### src/rtl/core/mccr_pkg.sv
// mccr_pkg: shared types, controller codes and helper functions for the cc remapper
// used by every module under rtl/core; depends on nothing
`default_nettype none

package mccr_pkg;

  localparam int SYNTH_CHANNELS = 2;
  localparam int QUEUE_DEPTH    = 2;

  // emitted nrpn framing controllers
  localparam logic [6:0] CC_NRPN_MSB   = 7'd99;
  localparam logic [6:0] CC_NRPN_LSB   = 7'd98;
  localparam logic [6:0] CC_DATA_ENTRY = 7'd6;
  localparam logic [6:0] CC_RPN_MSB    = 7'd101;
  localparam logic [6:0] CC_RPN_LSB    = 7'd100;
  localparam logic [6:0] CC_NULL_VALUE = 7'd127;

  // incoming controllers with special handling
  localparam logic [6:0] IN_OSC1_SHAPE = 7'd36;
  localparam logic [6:0] IN_OSC1_WAVE  = 7'd50;
  localparam logic [6:0] IN_OSC2_SHAPE = 7'd37;
  localparam logic [6:0] IN_OSC2_WAVE  = 7'd51;
  localparam logic [6:0] IN_SW_A       = 7'd80;
  localparam logic [6:0] IN_SW_B       = 7'd81;
  localparam logic [6:0] IN_SW_INV     = 7'd84;
  localparam logic [6:0] IN_NRPN_1     = 7'd20;
  localparam logic [6:0] IN_NRPN_2     = 7'd21;
  localparam logic [6:0] IN_NRPN_3     = 7'd22;
  localparam logic [6:0] IN_NRPN_4     = 7'd23;
  localparam logic [6:0] IN_LFO_TARGET = 7'd56;
  localparam logic [6:0] IN_LFO_RATE   = 7'd24;
  localparam logic [6:0] IN_LFO_SCALED = 7'd58;
  localparam logic [6:0] IN_LFO_DEPTH  = 7'd26;

  // wave and lfo mode state codes
  localparam logic [1:0] WAVE_SAW   = 2'd0;
  localparam logic [1:0] WAVE_TRI   = 2'd1;
  localparam logic [1:0] WAVE_PULSE = 2'd2;
  localparam logic [1:0] LFO_PITCH  = 2'd0;
  localparam logic [1:0] LFO_SHAPE  = 2'd1;
  localparam logic [1:0] LFO_CUTOFF = 2'd2;

  typedef struct packed {
    logic [3:0]      channel;
    logic            nrpn;
    logic            four;
    logic            msb;
    logic [6:0]      cc;
    logic [3:0][6:0] lsb;
    logic [3:0][6:0] nval;
  } desc_t;

  // three-way split of a 7-bit value at 43 and 86
  function automatic logic [1:0] level3(input logic [6:0] v);
    logic [1:0] r;
    if (v < 7'd43) begin
      r = 2'd0;
    end else if (v < 7'd86) begin
      r = 2'd1;
    end else begin
      r = 2'd2;
    end
    return r;
  endfunction

  function automatic logic [6:0] wave_value(input logic [1:0] code);
    logic [6:0] r;
    if (code == WAVE_SAW) begin
      r = 7'd2;
    end else if (code == WAVE_TRI) begin
      r = 7'd1;
    end else begin
      r = 7'd12;
    end
    return r;
  endfunction

  function automatic logic [6:0] shape_route(input logic [1:0] w, input logic [6:0] pulse,
                                             input logic [6:0] saw, input logic [6:0] tri_cc);
    logic [6:0] r;
    if (w == WAVE_PULSE) begin
      r = pulse;
    end else if (w == WAVE_SAW) begin
      r = saw;
    end else begin
      r = tri_cc;
    end
    return r;
  endfunction

  // v * 37 / 127: estimate by shift, then one correction step
  function automatic logic [6:0] scale37(input logic [6:0] v);
    logic [12:0] p;
    logic [5:0]  q;
    logic [13:0] r;
    logic [6:0]  res;
    p = 13'(v) * 13'd37;
    q = p[12:7];
    r = 14'(p) - 14'({q, 7'b0}) + 14'(q);
    if (r >= 14'd127) begin
      res = 7'(q) + 7'd1;
    end else begin
      res = 7'(q);
    end
    return res;
  endfunction

endpackage

`default_nettype wire

### src/rtl/core/midi_cc_remapper_core.sv
// midi_cc_remapper_core: cc remapper top level, front classifier, descriptor queue, beat sequencer
// a result goes through the queue and output register, then one beat per cycle unless stalled
// a run is 1, 5 or 20 beats, none for the lfo target; one output beat per cycle at most
// inputs are taken every cycle while the two-entry descriptor queue has room
// synchronous active-low reset clears wave and lfo mode state, queue and output register
// depends on mccr_pkg, mccr_front, mccr_queue, mccr_back
`default_nettype none

module midi_cc_remapper_core #(
  parameter int SYNTH_CHANNELS = mccr_pkg::SYNTH_CHANNELS
) (
  input  wire logic       clk,
  input  wire logic       rst_n,
  input  wire logic       in_valid,
  output logic            in_ready,
  input  wire logic [3:0] in_channel,
  input  wire logic [6:0] in_controller,
  input  wire logic [6:0] in_value,
  output logic            out_valid,
  input  wire logic       out_ready,
  output logic [3:0]      out_channel,
  output logic [6:0]      out_controller,
  output logic [6:0]      out_value,
  output logic            out_last
);

  mccr_pkg::desc_t front_desc, head;
  logic            has_result, accept, q_full, head_valid, pop;

  assign in_ready = !q_full;
  assign accept   = in_valid && in_ready;

  mccr_front #(
    .SYNTH_CHANNELS(SYNTH_CHANNELS)
  ) u_front (
    .clk          (clk),
    .rst_n        (rst_n),
    .in_channel   (in_channel),
    .in_controller(in_controller),
    .in_value     (in_value),
    .accept       (accept),
    .desc         (front_desc),
    .has_result   (has_result)
  );

  mccr_queue u_queue (
    .clk       (clk),
    .rst_n     (rst_n),
    .push      (accept && has_result),
    .push_data (front_desc),
    .pop       (pop),
    .full      (q_full),
    .head_valid(head_valid),
    .head      (head)
  );

  mccr_back u_back (
    .clk           (clk),
    .rst_n         (rst_n),
    .head_valid    (head_valid),
    .head          (head),
    .pop           (pop),
    .out_valid     (out_valid),
    .out_ready     (out_ready),
    .out_channel   (out_channel),
    .out_controller(out_controller),
    .out_value     (out_value),
    .out_last      (out_last)
  );

endmodule

`default_nettype wire

### src/rtl/core/mccr_front.sv
// mccr_front: classifies one input message into a run descriptor and keeps per-channel
// wave and lfo mode state; depends on mccr_pkg
`default_nettype none

module mccr_front #(
  parameter int SYNTH_CHANNELS = mccr_pkg::SYNTH_CHANNELS
) (
  input  wire logic           clk,
  input  wire logic           rst_n,
  input  wire logic [3:0]     in_channel,
  input  wire logic [6:0]     in_controller,
  input  wire logic [6:0]     in_value,
  input  wire logic           accept,
  output mccr_pkg::desc_t     desc,
  output logic                has_result
);

  localparam int IDX_W = (SYNTH_CHANNELS > 1) ? $clog2(SYNTH_CHANNELS) : 1;

  logic [1:0] lfo_mode_r     [SYNTH_CHANNELS];
  logic [1:0] osc_one_wave_r [SYNTH_CHANNELS];
  logic [1:0] osc_two_wave_r [SYNTH_CHANNELS];

  logic             is_synth;
  logic [IDX_W-1:0] idx;
  logic [1:0]       mode;
  logic [1:0]       lvl;
  logic             lfo_we, osc1_we, osc2_we;

  assign is_synth = {1'b0, in_channel} < 5'(SYNTH_CHANNELS);
  assign idx      = in_channel[IDX_W-1:0];
  assign mode     = lfo_mode_r[idx];
  assign lvl      = mccr_pkg::level3(in_value);

  always_comb begin
    desc         = '0;
    desc.channel = in_channel;
    desc.cc      = in_controller;
    desc.nval[0] = in_value;
    has_result   = 1'b1;
    lfo_we       = 1'b0;
    osc1_we      = 1'b0;
    osc2_we      = 1'b0;
    if (is_synth) begin
      unique case (in_controller) inside
        7'd33: desc.cc = 7'd56;
        7'd39: desc.cc = 7'd51;
        7'd40: desc.cc = 7'd52;
        7'd34: desc.cc = 7'd26;
        mccr_pkg::IN_OSC1_SHAPE:
          desc.cc = mccr_pkg::shape_route(osc_one_wave_r[idx], 7'd21, 7'd24, 7'd20);
        mccr_pkg::IN_OSC1_WAVE: begin
          desc.cc      = 7'd19;
          desc.nval[0] = mccr_pkg::wave_value(lvl);
          osc1_we      = 1'b1;
        end
        7'd35: desc.cc = 7'd37;
        mccr_pkg::IN_OSC2_SHAPE:
          desc.cc = mccr_pkg::shape_route(osc_two_wave_r[idx], 7'd31, 7'd35, 7'd30);
        mccr_pkg::IN_OSC2_WAVE: begin
          desc.cc      = 7'd29;
          desc.nval[0] = mccr_pkg::wave_value(lvl);
          osc2_we      = 1'b1;
        end
        7'd41: desc.cc = 7'd33;
        mccr_pkg::IN_SW_A: begin
          desc.cc      = 7'd33;
          desc.nval[0] = (in_value > 7'd63) ? 7'd127 : 7'd0;
        end
        mccr_pkg::IN_SW_B: begin
          desc.cc      = 7'd54;
          desc.nval[0] = (in_value > 7'd63) ? 7'd127 : 7'd0;
        end
        7'd43: desc.cc = 7'd74;
        7'd44: desc.cc = 7'd71;
        7'd45: desc.cc = 7'd79;
        mccr_pkg::IN_SW_INV: begin
          desc.cc      = 7'd68;
          desc.nval[0] = (in_value > 7'd63) ? 7'd0 : 7'd1;
        end
        7'd16: desc.cc = 7'd73;
        7'd17: desc.cc = 7'd75;
        7'd18: desc.cc = 7'd70;
        7'd19: desc.cc = 7'd72;
        mccr_pkg::IN_NRPN_1, mccr_pkg::IN_NRPN_2, mccr_pkg::IN_NRPN_3,
        mccr_pkg::IN_NRPN_4: begin
          desc.nrpn   = 1'b1;
          desc.lsb[0] = in_controller - 7'd19;
        end
        mccr_pkg::IN_LFO_TARGET: begin
          has_result = 1'b0;
          lfo_we     = 1'b1;
        end
        mccr_pkg::IN_LFO_RATE: begin
          desc.nrpn   = 1'b1;
          desc.lsb[0] = (mode == mccr_pkg::LFO_SHAPE) ? 7'd85 : 7'd76;
        end
        mccr_pkg::IN_LFO_SCALED: begin
          desc.nrpn    = 1'b1;
          desc.lsb[0]  = (mode == mccr_pkg::LFO_SHAPE) ? 7'd79 : 7'd70;
          desc.nval[0] = mccr_pkg::scale37(in_value);
        end
        mccr_pkg::IN_LFO_DEPTH: begin
          desc.nrpn    = 1'b1;
          desc.four    = 1'b1;
          desc.msb     = 1'b1;
          desc.nval[3] = in_value;
          if (mode == mccr_pkg::LFO_PITCH) begin
            desc.lsb     = {7'd86, 7'd87, 7'd85, 7'd84};
            desc.nval[0] = 7'd7;
            desc.nval[1] = 7'd0;
            desc.nval[2] = 7'd0;
          end else if (mode == mccr_pkg::LFO_SHAPE) begin
            desc.lsb     = {7'd91, 7'd92, 7'd90, 7'd89};
            desc.nval[0] = 7'd9;
            desc.nval[1] = 7'd0;
            desc.nval[2] = 7'd5;
          end else begin
            desc.lsb     = {7'd96, 7'd97, 7'd95, 7'd94};
            desc.nval[0] = 7'd7;
            desc.nval[1] = 7'd0;
            desc.nval[2] = 7'd12;
          end
        end
        default: desc.cc = in_controller;
      endcase
    end
  end

  always_ff @(posedge clk) begin
    if (!rst_n) begin
      for (int i = 0; i < SYNTH_CHANNELS; i++) begin
        lfo_mode_r[i]     <= mccr_pkg::LFO_PITCH;
        osc_one_wave_r[i] <= mccr_pkg::WAVE_SAW;
        osc_two_wave_r[i] <= mccr_pkg::WAVE_SAW;
      end
    end else if (accept && is_synth) begin
      if (lfo_we) begin
        lfo_mode_r[idx] <= lvl;
      end
      if (osc1_we) begin
        osc_one_wave_r[idx] <= lvl;
      end
      if (osc2_we) begin
        osc_two_wave_r[idx] <= lvl;
      end
    end
  end

endmodule

`default_nettype wire

### src/rtl/core/mccr_queue.sv
// mccr_queue: short descriptor queue between the classifier and the sequencer
// depends on mccr_pkg
`default_nettype none

module mccr_queue (
  input  wire logic            clk,
  input  wire logic            rst_n,
  input  wire logic            push,
  input  mccr_pkg::desc_t      push_data,
  input  wire logic            pop,
  output logic                 full,
  output logic                 head_valid,
  output mccr_pkg::desc_t      head
);

  localparam int PTR_W = (mccr_pkg::QUEUE_DEPTH > 1) ? $clog2(mccr_pkg::QUEUE_DEPTH) : 1;
  localparam int CNT_W = $clog2(mccr_pkg::QUEUE_DEPTH + 1);

  mccr_pkg::desc_t  mem_r [mccr_pkg::QUEUE_DEPTH];
  logic [PTR_W-1:0] wr_ptr_r, rd_ptr_r;
  logic [CNT_W-1:0] count_r;
  logic             do_push, do_pop;

  assign full       = count_r == CNT_W'(mccr_pkg::QUEUE_DEPTH);
  assign head_valid = count_r != '0;
  assign head       = mem_r[rd_ptr_r];
  assign do_push    = push && !full;
  assign do_pop     = pop && head_valid;

  always_ff @(posedge clk) begin
    if (do_push) begin
      mem_r[wr_ptr_r] <= push_data;
    end
  end

  always_ff @(posedge clk) begin
    if (!rst_n) begin
      wr_ptr_r <= '0;
      rd_ptr_r <= '0;
      count_r  <= '0;
    end else begin
      if (do_push) begin
        wr_ptr_r <= (wr_ptr_r == PTR_W'(mccr_pkg::QUEUE_DEPTH - 1)) ? '0 : wr_ptr_r + 1'b1;
      end
      if (do_pop) begin
        rd_ptr_r <= (rd_ptr_r == PTR_W'(mccr_pkg::QUEUE_DEPTH - 1)) ? '0 : rd_ptr_r + 1'b1;
      end
      if (do_push && !do_pop) begin
        count_r <= count_r + 1'b1;
      end else if (do_pop && !do_push) begin
        count_r <= count_r - 1'b1;
      end
    end
  end

endmodule

`default_nettype wire

### src/rtl/core/mccr_back.sv
// mccr_back: expands one run descriptor into output beats, one per cycle while out_ready allows, into the
// output register; depends on mccr_pkg
`default_nettype none

module mccr_back (
  input  wire logic        clk,
  input  wire logic        rst_n,
  input  wire logic        head_valid,
  input  mccr_pkg::desc_t  head,
  output logic             pop,
  output logic             out_valid,
  input  wire logic        out_ready,
  output logic [3:0]       out_channel,
  output logic [6:0]       out_controller,
  output logic [6:0]       out_value,
  output logic             out_last
);

  typedef enum logic [2:0] {
    STEP_MSB,
    STEP_LSB,
    STEP_DATA,
    STEP_CLR_M,
    STEP_CLR_L
  } step_t;

  step_t      step_r;
  logic [1:0] seq_r;
  logic       out_valid_r, out_last_r;
  logic [3:0] out_channel_r;
  logic [6:0] out_controller_r, out_value_r;

  logic       load;
  logic [6:0] msg_cc, msg_val;
  logic       msg_last;

  assign load = !out_valid_r || out_ready;
  assign pop  = load && head_valid && msg_last;

  always_comb begin
    msg_cc   = head.cc;
    msg_val  = head.nval[0];
    msg_last = 1'b1;
    if (head.nrpn) begin
      msg_last = (step_r == STEP_CLR_L) && (seq_r == (head.four ? 2'd3 : 2'd0));
      unique case (step_r)
        STEP_MSB: begin
          msg_cc  = mccr_pkg::CC_NRPN_MSB;
          msg_val = {6'b0, head.msb};
        end
        STEP_LSB: begin
          msg_cc  = mccr_pkg::CC_NRPN_LSB;
          msg_val = head.lsb[seq_r];
        end
        STEP_DATA: begin
          msg_cc  = mccr_pkg::CC_DATA_ENTRY;
          msg_val = head.nval[seq_r];
        end
        STEP_CLR_M: begin
          msg_cc  = mccr_pkg::CC_RPN_MSB;
          msg_val = mccr_pkg::CC_NULL_VALUE;
        end
        default: begin
          msg_cc  = mccr_pkg::CC_RPN_LSB;
          msg_val = mccr_pkg::CC_NULL_VALUE;
        end
      endcase
    end
  end

  always_ff @(posedge clk) begin
    if (!rst_n) begin
      out_valid_r <= 1'b0;
      step_r      <= STEP_MSB;
      seq_r       <= '0;
    end else if (load) begin
      out_valid_r <= head_valid;
      if (head_valid) begin
        out_channel_r    <= head.channel;
        out_controller_r <= msg_cc;
        out_value_r      <= msg_val;
        out_last_r       <= msg_last;
        if (msg_last) begin
          step_r <= STEP_MSB;
          seq_r  <= '0;
        end else if (step_r == STEP_CLR_L) begin
          step_r <= STEP_MSB;
          seq_r  <= seq_r + 2'd1;
        end else begin
          step_r <= step_t'(step_r + 3'd1);
        end
      end
    end
  end

  assign out_valid      = out_valid_r;
  assign out_channel    = out_channel_r;
  assign out_controller = out_controller_r;
  assign out_value      = out_value_r;
  assign out_last       = out_last_r;

endmodule

`default_nettype wire

### config.mk
export PLATFORM = sky130hd
export DESIGN_NAME = midi_cc_remapper_core
export DESIGN_NICKNAME = d
export VERILOG_FILES = /design/src/rtl/core/mccr_pkg.sv /design/src/rtl/core/midi_cc_remapper_core.sv /design/src/rtl/core/mccr_front.sv /design/src/rtl/core/mccr_queue.sv /design/src/rtl/core/mccr_back.sv
export SDC_FILE = /design/constraint.sdc
export NUM_CORES = 1
export LEC_CHECK = 0
export ABC_AREA = 1
export BUFFER_PORTS_ARGS = -buffer_cell sky130_fd_sc_hd__buf_2
export CORE_UTILIZATION = 35
export DETAILED_ROUTE_END_ITERATION = 12
export PLACE_DENSITY = 0.57
export SLEW_MARGIN = 0
export SYNTH_ARGS = -nofsm -noshare
export SYNTH_HDL_FRONTEND = slang
export SYNTH_SLANG_ARGS = --single-unit
### constraint.sdc
create_clock -name clk -period 6.3 [get_ports clk]
set_clock_uncertainty 0.1 [all_clocks]
set_input_delay 0.63 -clock clk [delete_from_list [all_inputs] [get_ports clk]]
set_output_delay 0.63 -clock clk [all_outputs]
set_load 0.01 [all_outputs]
==> summary.txt, run 1 <==
Floorplan
  • Core area: 0.02030 mm2
  • Initial Utilization: 35.93%
  • Die height: between 100 and 150 um
  • Num rows: 52
  • Die Area: around 0.021 mm2
  • Die W: around 150 um
  • I/O pin count: 43

Logic synthesis
  • Yosys Warn Count: 0
  • Synthesized area: 0.007293 mm2
  • Largest family of logic cells by synthesized area: simple AND/OR/NAND/NOR gates
  • Synth Area in Adders: 8.887%
  • Most common cell in the synthesized netlist: nand2_1
  • Post-Syn Instances: about 850
  • Synth cell count leaders: 206 x nand2_1, 119 x nor2_1, 111 x edfxtp_1, 96 x inv_1, 47 x ha_1
  • Compound-cell area share of the yosys netlist: 9.213%
  • Multiplexer share of the synthesized area: 0.8235%
  • Ys async rst share: 0%
  • Simple-Gate Fraction of Synth Area: 24.76%
  • XOR/XNOR Fraction of Synth Area: 0.4804%
  • Ys flop type: edfxtp_1
  • Synth top area cells: edfxtp_1 46%, nand2_1 11%, ha_1 8.1%
  • Yosys top cell by area: edfxtp_1
  • Post-synthesis register bit count: approximately 120
  • Yosys cell types: 47
  • Syn Area/Cell: 8.601 um2
  • Post-synth top area share: 45.70%
  • EDFF count, synth: 111
  • Post-synthesis sequential area ratio: 48.72%

Global route
  • Pin count of the biggest net entering global routing: 42
  • Total GRT Usage: 16.50%
  • Wire length of the first global-routing pass: 27520 um
  • Grt ovf: 0
  • Number of global-route vias before repair: 5561
  • Initial antenna violation count: 0

Timing
  • # setup viols final: 0
  • Slew @ Worst Pin: 0.8194 ns
  • Rel. slew slack: 45.01%
  • Minimum clock period: 4.590 ns
  • Setup WS post-layout: 1.710 ns
  • RSZ-0062 raised after global routing: no
  • Final period util: 72.86%
  • Max frequency: 217.9 MHz
  • Fin. max-slew vios: 0
  • Fin. Hold Viols: 0
  • Setup TNS: 0 ns

Setup path
  • Slowest cell on the critical path: fa_1
  • Max FO, Critical Path: 10
  • Worst EP required: 6.36 ns
  • Startpoint types: primary input
  • Worst Setup SP: in_value[4]
  • Reg-to-Reg End: u_queue.count_r[1]$_SDFFE_PN0P_
  • Critical path class: primary input to register
  • WP data arrival: about 4.7 ns
  • Worst-case reg-to-reg path depth: 14
  • CP peak stage delay: 0.48 ns
  • R2R Setup Slk: 2.77 ns
  • CP Capture Type: register

Clocking
  • Post-CTS Setup Repair Bufs: 0
  • Root Buffer: clkbuf_16
  • Clk sink count: around 120
  • Num CTS Buffers: 17
  • Clock Tree Buf Depth: 2
  • Resized cells post-CTS: 0
  • H-tree depth: 4
  • Worst-path clk slew: 0.05 ns
  • Worst-skew pair later-pin latency: 0.42 ns
  • TritonCTS clock tree: done
  • CTS Hold Bufs: 0

Place
  • DP Worst Slack: 1.327 ns
  • Port-buffer cells: 42
  • RD Place Congestion: 0.8712
  • Dpl hpwl: 12370 um

Final layout
  • Ant diodes: 0
  • Area growth syn-to-layout: 16.07%
  • Fin nets: 972
  • Ratio of cells with drive above 1 in the final layout: 14.02%
  • Fillers: 2053

Detailed routing
  • Total Wirelength: 16820 um
  • Vias: 5722
  • Via density: roughly 4.8
  • DRT antenna net count: 0
  • Initial DRC count: 395
  • Drc violations: 0
  • Drt first pass iters: 8
  • Avg WL per Cell: 14.22 um

Status
  • Status: completed

Power and ir drop
  • Worst VDD drop: 0.1950 mV
  • P_leak: 3.737 nW
  • PwrDens: ~380 mW/mm2

Min path
  • Endpoint, Worst Hold: u_queue.mem_r[1][68]$_DFFE_PP_
  • Hold Path Class: primary input to register
  • Hold path depth: 1
  • Hold_sp: in_channel[2]

Run
  • Max-Cap Viols: 0
## cells by family after synthesis
group,Yosys count
AOI/OAI and AO/OA,115
muxes,6
buffers and inverters,133
DFF,122
xor gates and xnor gates,4
adders and majority gates,50
other,1
and+or+nand+nor,417
## how the worst max path moves through the flow
stage / slack (ns) / end
after CTS: 1.75 / u_queue.mem_r[0][0]$_DFFE_PP_
after global placement: 1.35 / u_queue.mem_r[0][0]$_DFFE_PP_
after global routing: 1.39 / u_queue.mem_r[0][3]$_DFFE_PP_
final: 1.71 / u_queue.mem_r[0][0]$_DFFE_PP_
after floorplan: 1.84 / u_queue.mem_r[0][0]$_DFFE_PP_
after detailed placement: 1.33 / u_queue.mem_r[0][0]$_DFFE_PP_
## per-stage QoR
step | cell area [um2] | instances | util [%] | hold WS (ns) | power [W]
floorplan | 7297 | 849 | - | 0.3319 | 0.001893
finish | 8466 | 1183 | 41.70 | 0.3173 | 0.003220
global placement | 7821 | 1151 | 38.53 | 0.3419 | 0.002187
global route | 8466 | 1183 | 41.70 | 0.3049 | 0.003437
detailed placement | 7821 | 1151 | 38.53 | 0.3602 | 0.002192
CTS | 8466 | 1183 | 41.70 | 0.3032 | 0.003253
## where the power goes
group	leakage [nW]	total, W	switching, W	internal (W)
Clock	0.311	0.00105	0.000339	0.000712
Combinational	2.28	0.00106	0.000713	0.000347
Sequential	1.15	0.00111	0.0000456	0.00106
## layout by cell type (no fill, tap or decap), types with 17 or more instances in the layout
cell type,instances
a21oi_1,44
buf_2,42
clkbuf_16,17
edfxtp_1,111
ha_1,47
inv_1,96
inv_2,21
nand2_1,206
nand3_1,35
nor2_1,117
o21ai_0,28
## layer usage
layer	vias up	track usage (%)	share of wire [%]
li1	2941	-	-
met1	2642	20.40	46
met2	118	28.71	49
met3	21	2.875	3.8
met4	0	6.146	1.4
met5	-	0	0
## registers in the layout, indices dropped and copies added (netlist names), 2 cells and up, named ones only
name,count
u_back.out_channel,4
u_front.osc_two_wave_r,4
u_queue.count_r,2
u_back.out_value,7
u_front.osc_one_wave_r,4
u_back.out_controller,7
u_front.lfo_mode_r,4
u_back.seq_r,2
u_queue.mem_r,80
u_back.step_r,3
## worst max-delay path, delay by kind of cell
kind,cells,cell delay [ns]
AO/OA/AOI/OAI,2,0.37
XOR/XNOR,1,0.20
adder cells (fa/ha/maj),6,2.01
buffers and inverters,4,0.29
AND/OR/NAND/NOR,12,1.14
## area by class of cell
class,instances,area (um2),share of cell area [%]
Multi-Input combinational cell,594,3243,38.31
Clock buffer,21,450.4,5.321
Clock inverter,11,193.9,2.291
Sequential cell,122,3553,41.97
Timing Repair Buffer,46,240.2,2.838
Inverter,119,446.7,5.276
Tap cell,270,337.8,3.991
(Power assumes the default switching activity.)
==> run 2: changes to the inputs <==
- PLACE_DENSITY: 0.57 -> 0.59
- clock period: 6.3 -> 3.9 ns (I/O delays scaled with it)
==> run 2 against run 1 <==
Against the previous run:
- clock-buffer cell count down 2
- via count up 2.4%
- flip-flop and latch count unchanged
- global-route usage about the same
- die area unchanged
==> summary.txt, run 2 (synthesis gave the netlist of run 1 again) <==
Setup path
  • Worst EP required: 3.96 ns (-2.40 ns)
  • R2R Setup Slk: 0.61 ns (-2.16 ns)
  • Slowest cell on the critical path: fa_1
  • WP data arrival: 3.89 ns (-0.76 ns)
  • Critical path class: primary input to register
  • Worst path top cell family by delay: adder cells
  • Worst-case reg-to-reg path depth: 13 (-1)
  • Startpoint types: primary input
  • Max FO, Critical Path: 5 (-5)
  • Reg-to-Reg End: u_queue.count_r[1]$_SDFFE_PN0P_
  • CP Capture Type: register
  • CP dominant cell by count: ha_4
  • Worst path bufs/invs: 3 (-1)
  • CP peak stage delay: 0.59 ns (+0.11 ns)

Final layout
  • Top reg by flops: u_queue.mem_r
  • Non-filler cells, final: 1221 (+3.2%)
  • Fillers: 1988 (-3.2%)
  • Ant diodes: 0 (unchanged)
  • Fin util: 44.56% (+2.9 points)
  • Area growth syn-to-layout: 24.04%
  • Commonest cells after routing, fill and taps aside: 189 x nand2_1, 114 x nor2_1, 111 x edfxtp_1, 89 x inv_1, 41 x buf_4
  • Area of the multi-input gates: 0.003566 mm2 (+10%)
  • Design Area, Final: 0.009046 mm2 (+6.9%)
  • Commonest non-fill, non-tap cell in the layout: nand2_1
  • Max reg flops: 80 (unchanged)
  • Fin nets: 1010 (+3.9%)
  • Reg area: 0.003553 mm2 (unchanged)
  • Ratio of cells with drive above 1 in the final layout: 23.45% (+9.4 points)

Min path
  • Hold_sp: in_channel[1]
  • Hold path depth: 1 (unchanged)
  • Endpoint, Worst Hold: u_queue.mem_r[1][67]$_DFFE_PP_
  • Hold Path Class: primary input to register

Floorplan
  • Die height: 146.4 um (unchanged)
  • Core area: 0.02030 mm2 (unchanged)
  • I/O pin count: 43 (unchanged)
  • Die W: 146.4 um (unchanged)
  • Initial Utilization: 35.93% (unchanged)
  • Die Area: 0.02142 mm2 (unchanged)
  • Num rows: 52 (unchanged)

Place
  • Dpl hpwl: 12650 um (+2.2%)
  • Post-Place Cells: 1186 (+3.0%)
  • DP Area: 0.008243 mm2 (+5.4%)
  • Port-buffer cells: 42 (unchanged)
  • RD Place Congestion: 0.8654 (-0.67%)
  • DP Worst Slack: -0.3974 ns (-1.724 ns)

Global route
  • Grt ovf: 0 (unchanged)
  • Number of global-route vias before repair: 5709 (+2.7%)
  • Total GRT Usage: 16.46% (-0.045 points)
  • Pin count of the biggest net entering global routing: 42 (unchanged)
  • Wire length of the first global-routing pass: 27920 um (+1.5%)
  • Initial antenna violation count: 0 (unchanged)

Timing
  • # setup viols final: 0 (unchanged)
  • Rel. slew slack: 43.73% (-1.3 points)
  • RSZ-0062 raised after global routing: yes
  • Setup WS post-layout: 0.06568 ns (-1.644 ns)
  • Fin. Hold Viols: 0 (unchanged)
  • Max frequency: 260.8 MHz
  • Fin. max-slew vios: 0 (unchanged)
  • Final period util: 98.32%
  • Setup TNS: 0 ns (unchanged)
  • Slew @ Worst Pin: 0.8384 ns (+0.01899 ns)
  • Minimum clock period: 3.834 ns

Power and ir drop
  • Worst VDD drop: 0.3110 mV (+59%)
  • PwrDens: 597.8 mW/mm2 (+57%)
  • P_leak: 3.918 nW (+4.9%)

Detailed routing
  • Via density: 4.799 (-0.78%)
  • Drt first pass iters: 6 (-2)
  • Avg WL per Cell: 13.89 um (-2.3%)
  • DRT antenna net count: 0 (unchanged)
  • Drc violations: 0 (unchanged)
  • Total Wirelength: 16960 um (+0.83%)
  • Vias: 5860 (+2.4%)
  • Initial DRC count: 377 (-4.6%)

Clocking
  • Num CTS Buffers: 17 (unchanged)
  • CTS Hold Bufs: 0 (unchanged)
  • Worst-path clk slew: 0.05 ns (about the same)
  • H-tree depth: 4 (unchanged)
  • TritonCTS clock tree: done
  • Clk sink count: 122 (unchanged)
  • Clock Tree Buf Depth: 2 (unchanged)
  • Root Buffer: clkbuf_16
  • Worst-skew pair later-pin latency: 0.41 ns (about the same)

Status
  • Status: completed

Run
  • Max-Cap Viols: 0 (unchanged)
## run 2: metal layers
metal / global-route usage [%] / vias to the layer above / share of wire, %
li1: - / 3036 / -
met3: 2.563 / 28 / 3.1
met5: 0 / - / 0
met2: 27.48 / 105 / 48
met1: 21.24 / 2691 / 46
met4: 6.823 / 0 / 2.3
## run 2: power by group
part           internal [W]  switching [W]
clock network       0.00106       0.000547
registers           0.00172      0.0000946
logic              0.000750        0.00123
total               0.00353        0.00188
## run 2: worst max-delay path by stage
stage           startpoint                       endpoint  slack [ns]  cells past startpoint
2_1_floorplan  in_value[4]  u_queue.mem_r[0][0]$_DFFE_PP_       -0.04                     23
3_3_place_gp   in_value[4]  u_queue.mem_r[0][0]$_DFFE_PP_       -0.32                     27
3_5_place_dp   in_value[4]  u_queue.mem_r[0][0]$_DFFE_PP_       -0.40                     25
4_1_cts        in_value[6]  u_queue.mem_r[0][0]$_DFFE_PP_        0.05                     27
5_1_grt        in_value[2]  u_queue.mem_r[0][1]$_DFFE_PP_       -0.17                     25
6_report       in_value[4]  u_queue.mem_r[0][4]$_DFFE_PP_        0.07                     25
## run 2: worst register-to-register path, stage by stage, from the launching register on
cell	delay, ns
dfxtp_1	0.71
inv_2	0.28
or2_1	0.29
o21ai_2	0.26
inv_2	0.24
nand2_1	0.17
inv_2	0.07
nor2_1	0.23
inv_1	0.08
ha_1	0.32
a21oi_1	0.11
o21ai_0	0.11
o21ai_0	0.16
a21oi_1	0.05
## run 2: layout make-up
cell class,instances,area share [%]
clock inverter,13,1.936
tap,270,3.734
timing repair buffer,83,5.906
sequential,122,39.28
multi-input combinational,595,39.42
inverter,119,4.938
clock buffer,19,4.786
## run 2: what timing repair did
| action | in CTS | in global routing |
|---|---|---|
| endpoints found under the setup margin | 0 | 12 |
| buffers inserted | 0 | 2 |
| gates resized for setup | 0 | 47 |
## run 2: through the flow
step / total power (W) / hold slack, ns
finish: 0.005408 / 0.08593
CTS: 0.005334 / 0.06718
global placement: 0.003708 / 0.3405
floorplan: 0.003131 / 0.3319
global route: 0.005781 / 0.07414
detailed placement: 0.003713 / 0.3542
